==> src/rtl/bpr_pkg.sv <==
`timescale 1ns / 1ps
package bpr_pkg;

   localparam int FRAMES_DEF   = 8;
   localparam int KEY_BITS_DEF = 16;
   localparam int TOTAL_BITS   = 32;

   typedef enum logic [1:0] {
      POL_FIFO  = 2'd0,
      POL_LRU   = 2'd1,
      POL_MRU   = 2'd2,
      POL_CLOCK = 2'd3
   } policy_type;

   typedef enum logic [1:0] {
      OUT_HIT       = 2'd0,
      OUT_LOADED    = 2'd1,
      OUT_NOT_FOUND = 2'd2
   } outcome_type;

   typedef enum logic [2:0] {
      ST_IDLE,
      ST_LOOKUP,
      ST_SWEEP,
      ST_EV_READ,
      ST_EV_WRITE
   } state_type;

   typedef enum logic [1:0] {
      LIST_NONE,
      LIST_REMOVE,
      LIST_APPEND
   } list_op_type;

endpackage

==> src/rtl/bpr_frame_store.sv <==
`timescale 1ns / 1ps
module bpr_frame_store #(
   parameter int FRAMES   = 8,
   parameter int KEY_BITS = 16,
   localparam int FI_W    = $clog2(FRAMES)
) (
   input  logic                clock,
   input  logic                wr_en,
   input  logic [FI_W-1:0]     wr_addr,
   input  logic [KEY_BITS-1:0] wr_key,
   input  logic                wr_dirty,
   input  logic [FI_W-1:0]     rd_addr,
   output logic [KEY_BITS-1:0] rd_key,
   output logic                rd_dirty
);

   logic [KEY_BITS:0] mem [FRAMES];
   logic [KEY_BITS:0] rd_data_ff;

   // write key and dirty bit of a loaded page
   always_ff @(posedge clock) begin
      if (wr_en) begin
         mem[wr_addr] <= {wr_key, wr_dirty};
      end
   end

   // registered read of the victim entry
   always_ff @(posedge clock) begin
      rd_data_ff <= mem[rd_addr];
   end

   assign rd_key   = rd_data_ff[KEY_BITS:1];
   assign rd_dirty = rd_data_ff[0];

endmodule

==> src/rtl/bpr_order_list.sv <==
`timescale 1ns / 1ps
module bpr_order_list
   import bpr_pkg::*;
#(
   parameter int FRAMES = 8,
   localparam int FI_W  = $clog2(FRAMES)
) (
   input  logic            clock,
   input  logic            reset,
   input  list_op_type     op,
   input  logic [FI_W-1:0] frame,
   output logic [FI_W-1:0] head,
   output logic [FI_W-1:0] tail,
   output logic            empty
);

   logic            in_list_ff [FRAMES];
   logic            in_list_in [FRAMES];
   logic [FI_W-1:0] rank_ff    [FRAMES];
   logic [FI_W-1:0] rank_in    [FRAMES];
   logic [FI_W:0]   count_ff;
   logic [FI_W:0]   count_in;

   // remove the frame, close the gap, then append at the tail if asked
   always_comb begin
      logic            present;
      logic [FI_W-1:0] rm_rank;
      logic [FI_W:0]   cnt_rm;
      present = in_list_ff[frame];
      rm_rank = rank_ff[frame];
      cnt_rm  = count_ff - {{FI_W{1'b0}}, (present && op != LIST_NONE)};
      count_in = count_ff;
      for (int j = 0; j < FRAMES; j++) begin
         in_list_in[j] = in_list_ff[j];
         rank_in[j]    = rank_ff[j];
         if (op != LIST_NONE) begin
            if (present && in_list_ff[j] && rank_ff[j] > rm_rank) begin
               rank_in[j] = rank_ff[j] - 1'b1;
            end
            if (frame == FI_W'(j)) begin
               in_list_in[j] = 1'b0;
            end
         end
      end
      if (op != LIST_NONE) begin
         count_in = cnt_rm;
      end
      if (op == LIST_APPEND) begin
         in_list_in[frame] = 1'b1;
         rank_in[frame]    = cnt_rm[FI_W-1:0];
         count_in          = cnt_rm + 1'b1;
      end
   end

   always_ff @(posedge clock) begin
      if (reset) begin
         count_ff <= '0;
         for (int j = 0; j < FRAMES; j++) begin
            in_list_ff[j] <= 1'b0;
         end
      end else begin
         count_ff <= count_in;
         for (int j = 0; j < FRAMES; j++) begin
            in_list_ff[j] <= in_list_in[j];
         end
      end
   end

   always_ff @(posedge clock) begin
      for (int j = 0; j < FRAMES; j++) begin
         rank_ff[j] <= rank_in[j];
      end
   end

   // find oldest and newest entries
   always_comb begin
      logic [FI_W:0] last;
      last = count_ff - 1'b1;
      head = '0;
      tail = '0;
      for (int j = 0; j < FRAMES; j++) begin
         if (in_list_ff[j] && rank_ff[j] == '0) begin
            head = FI_W'(j);
         end
         if (in_list_ff[j] && rank_ff[j] == last[FI_W-1:0]) begin
            tail = FI_W'(j);
         end
      end
   end

   assign empty = (count_ff == '0);

endmodule

==> src/rtl/buffer_pool_replacement.sv <==
`timescale 1ns / 1ps
// Page frame table with FIFO, LRU, MRU or CLOCK replacement. A request is
// taken when start is high and busy is low; its one result appears on the
// rsp_ ports for exactly one cycle with rsp_valid high and must be taken
// then, since the receiver cannot stall. A hit, a not-found miss or a load
// into an empty frame keeps busy high in the lookup state only. A load with
// eviction under FIFO, LRU or MRU keeps it high through the lookup, eviction
// read and eviction write states, set by the registered read of the victim's
// key and dirty bit from the frame store. Under CLOCK the sweep inspects one
// frame per cycle and may clear up to FRAMES reference bits before it finds
// a clear one, so an evicting request also keeps busy high through the
// sweep. The next request may be accepted at the edge that ends the cycle in
// which its predecessor's result is shown. A policy write takes effect with
// the next request only if the user writes it while busy is low; the block
// does not enforce this. Order list and reference bits are kept.
module buffer_pool_replacement
   import bpr_pkg::*;
#(
   parameter int FRAMES   = FRAMES_DEF,
   parameter int KEY_BITS = KEY_BITS_DEF,
   localparam int FI_W    = $clog2(FRAMES)
) (
   input  logic                  clock,
   input  logic                  reset,
   input  logic                  start,
   output logic                  busy,
   input  logic [KEY_BITS-1:0]   req_page_key,
   input  logic                  req_page_exists,
   input  logic                  req_dirty_mark,
   input  logic                  csr_we,
   input  logic [1:0]            csr_wdata,
   output logic                  rsp_valid,
   output logic [1:0]            rsp_outcome,
   output logic [FI_W-1:0]       rsp_frame_index,
   output logic                  rsp_evicted,
   output logic [KEY_BITS-1:0]   rsp_evicted_key,
   output logic                  rsp_evicted_dirty,
   output logic [TOTAL_BITS-1:0] rsp_hit_total,
   output logic [TOTAL_BITS-1:0] rsp_miss_total
);

   state_type state_ff, state_in;
   policy_type policy_ff;

   logic [KEY_BITS-1:0] key_ff;
   logic                exists_ff;
   logic                dirty_ff;

   logic                valid_ff [FRAMES];
   logic                valid_in [FRAMES];
   logic                ref_ff   [FRAMES];
   logic                ref_in   [FRAMES];
   logic [KEY_BITS-1:0] cam_ff   [FRAMES];

   logic [FI_W-1:0]       hand_ff, hand_in, hand_next;
   logic [FI_W-1:0]       victim_ff, victim_in;
   logic [TOTAL_BITS-1:0] hit_ff, hit_in, miss_ff, miss_in;

   logic                  rsp_valid_ff, rsp_valid_in;
   outcome_type           outcome_ff, outcome_in;
   logic [FI_W-1:0]       frame_ff, frame_in;
   logic                  evicted_ff, evicted_in;
   logic [KEY_BITS-1:0]   ev_key_ff, ev_key_in;
   logic                  ev_dirty_ff, ev_dirty_in;

   logic                hit;
   logic [FI_W-1:0]     hit_idx;
   logic                full;
   logic [FI_W-1:0]     first_empty;

   logic                load_en;
   logic [FI_W-1:0]     load_idx;
   list_op_type         list_op;
   logic [FI_W-1:0]     list_frame;
   logic [FI_W-1:0]     list_head, list_tail;
   logic                list_empty;
   logic [KEY_BITS-1:0] rd_key;
   logic                rd_dirty;

   // search all frames in parallel, find the lowest empty frame
   always_comb begin
      hit         = 1'b0;
      hit_idx     = '0;
      full        = 1'b1;
      first_empty = '0;
      for (int i = FRAMES - 1; i >= 0; i--) begin
         if (valid_ff[i] && cam_ff[i] == key_ff) begin
            hit     = 1'b1;
            hit_idx = FI_W'(i);
         end
         if (!valid_ff[i]) begin
            full        = 1'b0;
            first_empty = FI_W'(i);
         end
      end
   end

   assign hand_next = (hand_ff == FI_W'(FRAMES - 1)) ? '0 : hand_ff + 1'b1;

   // next state
   always_comb begin
      state_in = state_ff;
      case (state_ff)
         ST_IDLE: begin
            if (start) begin
               state_in = ST_LOOKUP;
            end
         end
         ST_LOOKUP: begin
            if (hit || !exists_ff || !full) begin
               state_in = ST_IDLE;
            end else if (policy_ff == POL_CLOCK) begin
               state_in = ST_SWEEP;
            end else begin
               state_in = ST_EV_READ;
            end
         end
         ST_SWEEP: begin
            if (!ref_ff[hand_ff]) begin
               state_in = ST_EV_READ;
            end
         end
         ST_EV_READ:  state_in = ST_EV_WRITE;
         ST_EV_WRITE: state_in = ST_IDLE;
         default:     state_in = ST_IDLE;
      endcase
   end

   // datapath and result
   always_comb begin
      for (int i = 0; i < FRAMES; i++) begin
         valid_in[i] = valid_ff[i];
         ref_in[i]   = ref_ff[i];
      end
      hand_in      = hand_ff;
      victim_in    = victim_ff;
      hit_in       = hit_ff;
      miss_in      = miss_ff;
      load_en      = 1'b0;
      load_idx     = first_empty;
      list_op      = LIST_NONE;
      list_frame   = hit_idx;
      rsp_valid_in = 1'b0;
      outcome_in   = outcome_ff;
      frame_in     = frame_ff;
      evicted_in   = evicted_ff;
      ev_key_in    = ev_key_ff;
      ev_dirty_in  = ev_dirty_ff;
      case (state_ff)
         ST_LOOKUP: begin
            outcome_in  = OUT_HIT;
            frame_in    = '0;
            evicted_in  = 1'b0;
            ev_key_in   = '0;
            ev_dirty_in = 1'b0;
            if (hit) begin
               hit_in       = hit_ff + 1'b1;
               rsp_valid_in = 1'b1;
               frame_in     = hit_idx;
               if (policy_ff == POL_LRU || policy_ff == POL_MRU) begin
                  list_op = LIST_APPEND;
               end else if (policy_ff == POL_CLOCK) begin
                  ref_in[hit_idx] = 1'b1;
               end
            end else begin
               miss_in = miss_ff + 1'b1;
               if (!exists_ff) begin
                  rsp_valid_in = 1'b1;
                  outcome_in   = OUT_NOT_FOUND;
               end else if (!full) begin
                  rsp_valid_in = 1'b1;
                  outcome_in   = OUT_LOADED;
                  frame_in     = first_empty;
                  load_en      = 1'b1;
               end else if (policy_ff != POL_CLOCK) begin
                  if (list_empty) begin
                     victim_in = '0;
                  end else if (policy_ff == POL_MRU) begin
                     victim_in = list_tail;
                  end else begin
                     victim_in = list_head;
                  end
               end
            end
         end
         ST_SWEEP: begin
            hand_in = hand_next;
            if (ref_ff[hand_ff]) begin
               ref_in[hand_ff] = 1'b0;
            end else begin
               victim_in = hand_ff;
            end
         end
         ST_EV_WRITE: begin
            rsp_valid_in = 1'b1;
            outcome_in   = OUT_LOADED;
            frame_in     = victim_ff;
            evicted_in   = 1'b1;
            ev_key_in    = rd_key;
            ev_dirty_in  = rd_dirty;
            load_en      = 1'b1;
            load_idx     = victim_ff;
            list_frame   = victim_ff;
            list_op      = LIST_REMOVE;
         end
         default: begin
         end
      endcase
      // a load marks the frame valid and referenced and, unless the policy is CLOCK, enters the list
      if (load_en) begin
         valid_in[load_idx] = 1'b1;
         ref_in[load_idx]   = 1'b1;
         if (policy_ff != POL_CLOCK) begin
            list_op    = LIST_APPEND;
            list_frame = load_idx;
         end
      end
   end

   // control state
   always_ff @(posedge clock) begin
      if (reset) begin
         state_ff     <= ST_IDLE;
         policy_ff    <= POL_FIFO;
         hand_ff      <= '0;
         hit_ff       <= '0;
         miss_ff      <= '0;
         rsp_valid_ff <= 1'b0;
         for (int i = 0; i < FRAMES; i++) begin
            valid_ff[i] <= 1'b0;
            ref_ff[i]   <= 1'b0;
         end
      end else begin
         state_ff     <= state_in;
         hand_ff      <= hand_in;
         hit_ff       <= hit_in;
         miss_ff      <= miss_in;
         rsp_valid_ff <= rsp_valid_in;
         if (csr_we) begin
            policy_ff <= policy_type'(csr_wdata);
         end
         for (int i = 0; i < FRAMES; i++) begin
            valid_ff[i] <= valid_in[i];
            ref_ff[i]   <= ref_in[i];
         end
      end
   end

   // payload: request beat, match keys, result fields
   always_ff @(posedge clock) begin
      if (state_ff == ST_IDLE && start) begin
         key_ff    <= req_page_key;
         exists_ff <= req_page_exists;
         dirty_ff  <= req_dirty_mark;
      end
      if (load_en) begin
         cam_ff[load_idx] <= key_ff;
      end
      victim_ff   <= victim_in;
      outcome_ff  <= outcome_in;
      frame_ff    <= frame_in;
      evicted_ff  <= evicted_in;
      ev_key_ff   <= ev_key_in;
      ev_dirty_ff <= ev_dirty_in;
   end

   bpr_frame_store #(
      .FRAMES   (FRAMES),
      .KEY_BITS (KEY_BITS)
   ) u_store (
      .clock    (clock),
      .wr_en    (load_en),
      .wr_addr  (load_idx),
      .wr_key   (key_ff),
      .wr_dirty (dirty_ff),
      .rd_addr  (victim_ff),
      .rd_key   (rd_key),
      .rd_dirty (rd_dirty)
   );

   bpr_order_list #(
      .FRAMES (FRAMES)
   ) u_list (
      .clock (clock),
      .reset (reset),
      .op    (list_op),
      .frame (list_frame),
      .head  (list_head),
      .tail  (list_tail),
      .empty (list_empty)
   );

   assign busy              = (state_ff != ST_IDLE);
   assign rsp_valid         = rsp_valid_ff;
   assign rsp_outcome       = outcome_ff;
   assign rsp_frame_index   = frame_ff;
   assign rsp_evicted       = evicted_ff;
   assign rsp_evicted_key   = ev_key_ff;
   assign rsp_evicted_dirty = ev_dirty_ff;
   assign rsp_hit_total     = hit_ff;
   assign rsp_miss_total    = miss_ff;

endmodule

==> config.mk <==
export PLATFORM = sky130hd
export DESIGN_NAME = buffer_pool_replacement
export DESIGN_NICKNAME = d
export VERILOG_FILES = /design/src/rtl/bpr_pkg.sv /design/src/rtl/bpr_frame_store.sv /design/src/rtl/bpr_order_list.sv /design/src/rtl/buffer_pool_replacement.sv
export SDC_FILE = /design/constraint.sdc
export NUM_CORES = 1
export LEC_CHECK = 0
export ABC_AREA = 1
export BUFFER_PORTS_ARGS = -buffer_cell sky130_fd_sc_hd__buf_2
export CORE_AREA = 3 3 287 289
export CTS_CLUSTER_SIZE = 10
export DETAILED_ROUTE_END_ITERATION = 8
export DIE_AREA = 0 0 290 292
export GPL_TIMING_DRIVEN = 0
export HOLD_SLACK_MARGIN = 0.03
export SETUP_SLACK_MARGIN = 0.5
export SKIP_LAST_GASP = 1
export SLEW_MARGIN = 20
export SYNTH_ARGS = -nofsm -noshare
export SYNTH_HDL_FRONTEND = slang
export SYNTH_HIERARCHICAL = 1
export SYNTH_SLANG_ARGS = --single-unit
==> constraint.sdc <==
create_clock -name clock -period 5.82 [get_ports clock]
set_input_delay 0.582 -clock clock [delete_from_list [all_inputs] [get_ports clock]]
set_output_delay 0.582 -clock clock [all_outputs]
set_load 0.005 [all_outputs]
# Word-level counts from Yosys, hierarchy flattened
# Memories as Yosys holds them, arrays and structs flattened. A register that Yosys moved wholly into a read port is not among the register bits.
# Index checks and enable logic that the tools add are counted.
[word_totals] ff_bits=121 ramBits=312 inputBits=24 out_inout_bits=89 mem_count=6
[classes] n_addsub=14 magnitude_cmp=16 eq_ne=38 mux=172 bitwise=35 n_reduce_logical=68
[memory_table] memory="u_store.mem" words=8 width=17 rd=1 rd_ports_with_merged_regs=1 wr=1 line_no="bpr_frame_store.sv:17" source="logic [KEY_BITS:0] mem [FRAMES];"
[memory_table] memory="cam_ff" words=8 width=16 rd=8 rd_ports_with_merged_regs=0 wr=1 line_no="buffer_pool_replacement.sv:53" source="logic [KEY_BITS-1:0] cam_ff [FRAMES];"
[memory_table] memory="u_list.rank_ff" words=8 width=3 rd=9 rd_ports_with_merged_regs=0 wr=8 line_no="bpr_order_list.sv:19" source="logic [FI_W-1:0] rank_ff [FRAMES];"
[memory_table] memory="ref_ff" words=8 width=1 rd=9 rd_ports_with_merged_regs=1 wr=8 line_no="buffer_pool_replacement.sv:51" source="logic ref_ff [FRAMES];"
[memory_table] memory="u_list.in_list_ff" words=8 width=1 rd=9 rd_ports_with_merged_regs=0 wr=8 line_no="bpr_order_list.sv:17" source="logic in_list_ff [FRAMES];"
[memory_table] memory="valid_ff" words=8 width=1 rd=8 rd_ports_with_merged_regs=0 wr=8 line_no="buffer_pool_replacement.sv:49" source="logic valid_ff [FRAMES];"
[ops] op="$mux W3" n=60
[ops] op="$eq A16 B16 Y1" n=8
[ops] op="$mux W1" n=74
[ops] op="$add A32 B1 Y32 const B" n=2
[ops] op="$mux W8" n=7
[ops] op="$logic_and A1 B1 Y1" n=44
[ops] op="$or A8 B8 Y8" n=4
[ops] op="$pmux W16 S2" n=1
[ops] op="$logic_not A3 Y1" n=9
[ops] op="$sub A3 B1 Y3 const B" n=9
[ops] op="$bwmux W24" n=1
[ops] op="$gt A3 B3 Y1" n=8
[ops] op="$mux W24" n=1
[ops] op="$or A1 B1 Y1" n=24
[ops] op="$mux W2" n=11
[ops] op="$eq A3 B3 Y1" n=7
[ops] op="$eq A3 B3 Y1 const B" n=6
[ops] op="$ge A4 B4 Y1 const B" n=4
[ops] op="$lt A4 B1 Y1 const B" n=4
[ops] op="$not A3 Y4" n=4
[ops] op="$pmux W8 S2" n=1
[ops] op="$ne A2 B2 Y1 const B" n=7
[ops] op="$demux W1 S3" n=4
[ops] op="$eq A3 B2 Y1 const B" n=4
[ops] op="other kinds (22)" n=39

# Depth between registers and ports, before layout
# An unclocked memory read counts as a cell.
[depth] ltp_word=24 depth_mapped=38 ltp_nobuf=34

# Hierarchy
# The synthesis kept the hierarchy.
[modules_own_cells] module="buffer_pool_replacement" instances=1 cells_per_inst=1811 area_per_inst_um2=14239.9
[modules_own_cells] module="bpr_frame_store" instances=1 cells_per_inst=623 area_per_inst_um2=6332.3
[modules_own_cells] module="bpr_order_list" instances=1 cells_per_inst=522 area_per_inst_um2=3438.3

# Worst setup path after synthesis
# OpenSTA, ideal clock, no wires.
[synth_path] path_kind="register to register" startpoint="register key_ff[7]" endpoint="memory u_list/rank_ff[6][0] (netlist name)" t_arrival_ns=4.349 required_ns=5.711 slack_ns=1.362 stages_incl_launch_ff=31 n_path_buf=3 period_less_slack_ns=4.458 path_cell_list="edfxtp_1 buf_4 inv_2 buf_6 nand2_2 nand2_1 nand3b_1 nor2_1 nand2_1 nand2_2 nor2_8 nand4_2 o21ai_1 nand2_1 nand3_1 o21ai_0 inv_1 buf_6 inv_6 nand2_1 nor2_1 o32ai_1 ha_1 nand3_1 nand2_1 a21oi_1 nand3_1 nand2_1 nand3_1 nand2_1 inv_1"
[synth_rtl] item="start, declared" line_no="buffer_pool_replacement.sv:45" source="logic [KEY_BITS-1:0] key_ff;"
[synth_rtl] item="start signal, assigned" line_no="buffer_pool_replacement.sv:252" source="key_ff <= req_page_key;"
[synth_rtl] item="end, declared" line_no="bpr_order_list.sv:19"

# Final worst setup path
[layout_path] startpoint="register key_ff[5]" endpoint="register u_list.count_ff[1]"
[layout_rtl] item="$eq A16 B16 Y1" line_no="buffer_pool_replacement.sv:87" source="if (valid_ff[i] && cam_ff[i] == key_ff) begin"
[layout_rtl] item="$logic_and A1 B1 Y1" line_no="buffer_pool_replacement.sv:87"
[layout_rtl] item="$mux W1 (7 in series)" line_no="buffer_pool_replacement.sv:87"
[layout_rtl] item="$mux W1 (*)" line_no="buffer_pool_replacement.sv:87"
[layout_rtl] item="$mux W1 (*)" line_no="buffer_pool_replacement.sv:156" source="if (hit) begin"
[layout_rtl] item="$pmux W1 S2 (*)" line_no="buffer_pool_replacement.sv:149" source="case (state_ff)"
[layout_rtl] item="via load_en" line_no="buffer_pool_replacement.sv:71" source="logic load_en;"
[layout_rtl] item="$mux W3 (*)" line_no="buffer_pool_replacement.sv:210" source="if (load_en) begin"
[layout_rtl] item="via list_frame[1]" line_no="buffer_pool_replacement.sv:74" source="logic [FI_W-1:0] list_frame;"
[layout_rtl] item="$mem_v2 Z8 W1 (*)"
[layout_rtl] item="$logic_and A1 B1 Y1 (*)" line_no="bpr_order_list.sv:31" source="cnt_rm = count_ff - {{FI_W{1'b0}}, (present && op != LIST_NONE)};"
[layout_rtl] item="$sub A4 B1 Y4 (*)" line_no="bpr_order_list.sv:31"
[layout_rtl] item="$add A4 B1 Y4 / $mux W4 (equally long branches)" line_no="bpr_order_list.sv:51, bpr_order_list.sv:45"
[layout_rtl] item="$mux W4 (*)" line_no="bpr_order_list.sv:48" source="if (op == LIST_APPEND) begin"
[layout_rtl] item="end signal, assigned" line_no="bpr_order_list.sv:62" source="count_ff <= count_in;"
[layout_rtl] item="end, declared" line_no="bpr_order_list.sv:21" source="logic [FI_W:0] count_ff;"
# The timed path passes the listed nets; every way through them passes the cells marked *. The select of a mux whose other input is x is not followed.
# A chain may end at the register's enable or synchronous reset.

==> results.txt <==
Final setup viols: 0
Mapped Avg Cell Area: 8.12 sq um
DR WL met2: 34.0 mm
Simple-Gate Fraction of Synth Area: 29.5%
diode count: 0
drt total wl: 78.9 mm
mux contribution to synthesized area: 0%
GRT overflow: 0
Syn. warnings: 6
combinational power share: 11.7%
top layer in use: met4
WL met1: 34.6 mm
DP Wirelength: 53.6 mm
Starting Density: 30.0%
most area-consuming cells after synthesis: edfxtp_1 (39%), nand2_1 (13%), dfxtp_1 (12%)
Sink Count: 453
net load switching power: 2.01 mW
critical path data arrival time: 5660 ps
Hold Path Class: in2reg
DR iter-0 viols: 2035
worst vdd ir: 0.222 mV
Post-synth ARST share: 0%
share of cells above drive strength 1: 12.0%
final hold violation count: 0
final instance area: 0.0282 sq mm
post-synthesis compound-gate area fraction: 5.54%
Flop pwr share: 47.1%
Mapped Nets: 3030
synthesized area: 0.0240 sq mm
Avg Vias per Cell: 4.83
setup_tns: 0 ps
Layout fillers: 8334
sw frac: 26.5%
status: completed
Clock Tree Buf Depth: 3
Power Internal: 5.60 mW
Slew Limit Headroom: 32.0%
TritonRoute pass-1 iters: 5
Mapped Cells: 2956
CTS tree: yes
fin cells: 4273
H-tree depth: 2
#FFs+latches synth: 453
# nets final: 3246
die height: 292 um
Post-DP Area: 0.0261 sq mm
Routability Congestion: 0.948
Critical Path Sink Type: flip-flop
share of the synthesized area in the top cell type: 38.5%
global-route wire length before repair: 116 mm
Place WS: -893 ps
root buf cell: clkbuf_16
CP peak stage delay: 540 ps
setup slack after layout: 680 ps
CP Launch Type: flip-flop
clock power share: 41.1%
RSZ-0062 raised after global routing: true
PD cells: 270 mW/mm^2
Slew Viols, Final: 0
largest net degree at the start of global routing: 24
Post-Synth Adder-Cell Area: 2.61%
ys flop type: edfxtp_1
P_leak: 12.4 nW
Worst Skew: 68.2 ps
Yosys top cell by area: edfxtp_1
DRC: 0
via count: 20600
Rows: 104
Die Area: 0.0847 sq mm
Worst-Margin Slew: 1020 ps
xor-xnor portion of the synthesized cell area: 2.01%
slowest library cell on the worst path: edfxtp_1
vias in the first global route: 19200
routed wl met3: 7.08 mm
GRT Util Overall: 18.0%
kind of critical path: reg2reg
Top Ports: 113
die width: 290 um
most frequent CP cell: nand2_1
# Max-Cap Violations: 0
Final Cycle Share: 88.3%
Clk Latency, worst-skew pair: 630 ps
Max Clk Rate: 0.195 GHz
sequential share of the synthesized area: 50.6%
clk slew on worst S/H paths: 60 ps
Pwr Total: 7.61 mW
crit path time final: 5140 ps
Distinct cells, synth: 56
Critical Path Fanout Max: 10
number of nets still failing antenna checks after routing: 0
TritonCTS Buffers: 53
Std-Cell Core Area: 0.0802 sq mm
routed len/inst: 18.5 um
port bufs: 112
Required @ worst endpoint: 6340 ps
number of synthesized flops with an enable pin: 308
Placed Instances: 4142
largest family of logic cells by synthesized area: simple AND/OR/NAND/NOR gates
Synth-to-Final Area Change: 17.5%
antenna violations before repair: 0
cell families (layout without fill, tap and decap cells):
logic type / after synthesis / in the layout
xor+xnor: 55 / 55
fa+ha+maj: 50 / 50
buf+inv: 569 / 826
compound gates: 240 / 240
flops: 453 / 453
simple gates: 1589 / 1589
placed cells by master, fill, tap and decap left out, drive strengths merged, types with 6 or more instances in the layout:
cell type | Yosys | final
nand4 | 112 | 112
nor2 | 287 | 287
nor4 | 24 | 24
nor3 | 51 | 51
nand2 | 852 | 852
xor2 | 28 | 28
buf | 56 | 216
edfxtp | 308 | 308
dfxtp | 145 | 145
or2 | 8 | 8
o311ai | 8 | 8
a21oi | 115 | 115
inv | 493 | 493
ha | 50 | 50
xnor2 | 27 | 27
nor3b | 8 | 8
nand3 | 220 | 220
o21ai | 84 | 84
nand3b | 17 | 17
clkbuf | 19 | 110
o21a | 6 | 6
critical path, delay by kind of cell, from the launching register on:
kind                     cells  cell delay, ps
buffers and inverters       10            1360
flip-flops                   1             540
adder cells (fa/ha/maj)      3             800
AND/OR/NAND/NOR             16            1650
AO/OA/AOI/OAI                4             650
power groups by stage:
stage          logic, mW  clock network (mW)  registers, mW
4_1_cts            0.871                3.19           3.58
2_1_floorplan      0.523                   0           3.64
5_1_grt            0.993                3.32           3.59
3_3_place_gp       0.743                   0           3.70
3_5_place_dp       0.781                   0           3.70
6_report           0.894                3.13           3.59
cell usage after synthesis, drive strengths merged, types with 27 or more instances:
master and number:
xor2 28, xnor2 27, dfxtp 145, nand2 852, nor3 51, nand4 112
a21oi 115, o21ai 84, edfxtp 308, ha 50, nor2 287, buf 56
inv 493, nand3 220
path summary, 6_finish.rpt:
check / cells past startpoint / slack (ps) / endpoint / start
worst max-delay path: 33 / 680 / u_list/count_ff[1] / key_ff[5]
worst min-delay path: 1 / 130 / key_ff[7] / req_page_key[7]
worst max register to register: 33 / 680 / u_list/count_ff[1] / key_ff[5]
worst min register to register: 2 / 480 / rsp_miss_total[18] / rsp_miss_total[18]
per-layer routing:
metal | vias to the layer above | global-route usage [%]
li1 | 10100 | -
met1 | 9563 | 24.3
met2 | 814 | 27.6
met3 | 149 | 4.27
met4 | 0 | 7.24
met5 | - | 0
timing repair:
item | CTS | global route
hold endpoints to repair | 0 | 0
buffers inserted | 32 | 3
hold buffers | 0 | 0
endpoints found under the setup margin | 28 | 27
pin swaps | 2 | 2
gates resized for setup | 14 | 23
registers in the layout (all words and copies together), names as in the netlist, 8 cells and up, named ones only:
register / count
cam_ff: 128
valid_ff: 8
rsp_miss_total: 32
u_store/mem: 136
ref_ff: 8
key_ff: 16
u_store/rd_data_ff: 17
rsp_hit_total: 32
rsp_evicted_key: 16
u_list/rank_ff: 24
u_list/in_list_ff: 8
area by class of cell:
| type | instances | area, sq um | share of cell area (%) |
|---|---|---|---|
| Multi-Input combinational cell | 1934 | 9650 | 34.2 |
| Inverter | 494 | 1890 | 6.69 |
| Timing Repair Buffer | 161 | 1100 | 3.92 |
| Sequential cell | 453 | 12200 | 43.1 |
| Tap cell | 1060 | 1330 | 4.70 |
| Buffer | 75 | 489 | 1.73 |
| Clock buffer | 90 | 1540 | 5.44 |
| Clock inverter | 6 | 71.3 | 0.253 |
metrics by stage:
| stage | hold WS (ps) | utilization [%] |
|---|---|---|
| 2_1_floorplan | 444 | - |
| 3_3_place_gp | 468 | 32.3 |
| 3_5_place_dp | 474 | 32.6 |
| 4_1_cts | 97.0 | 35.1 |
| 5_1_grt | 114 | 35.2 |
| 6_report | 131 | 35.2 |
No activity file was read; power rests on OpenSTA's default activity.
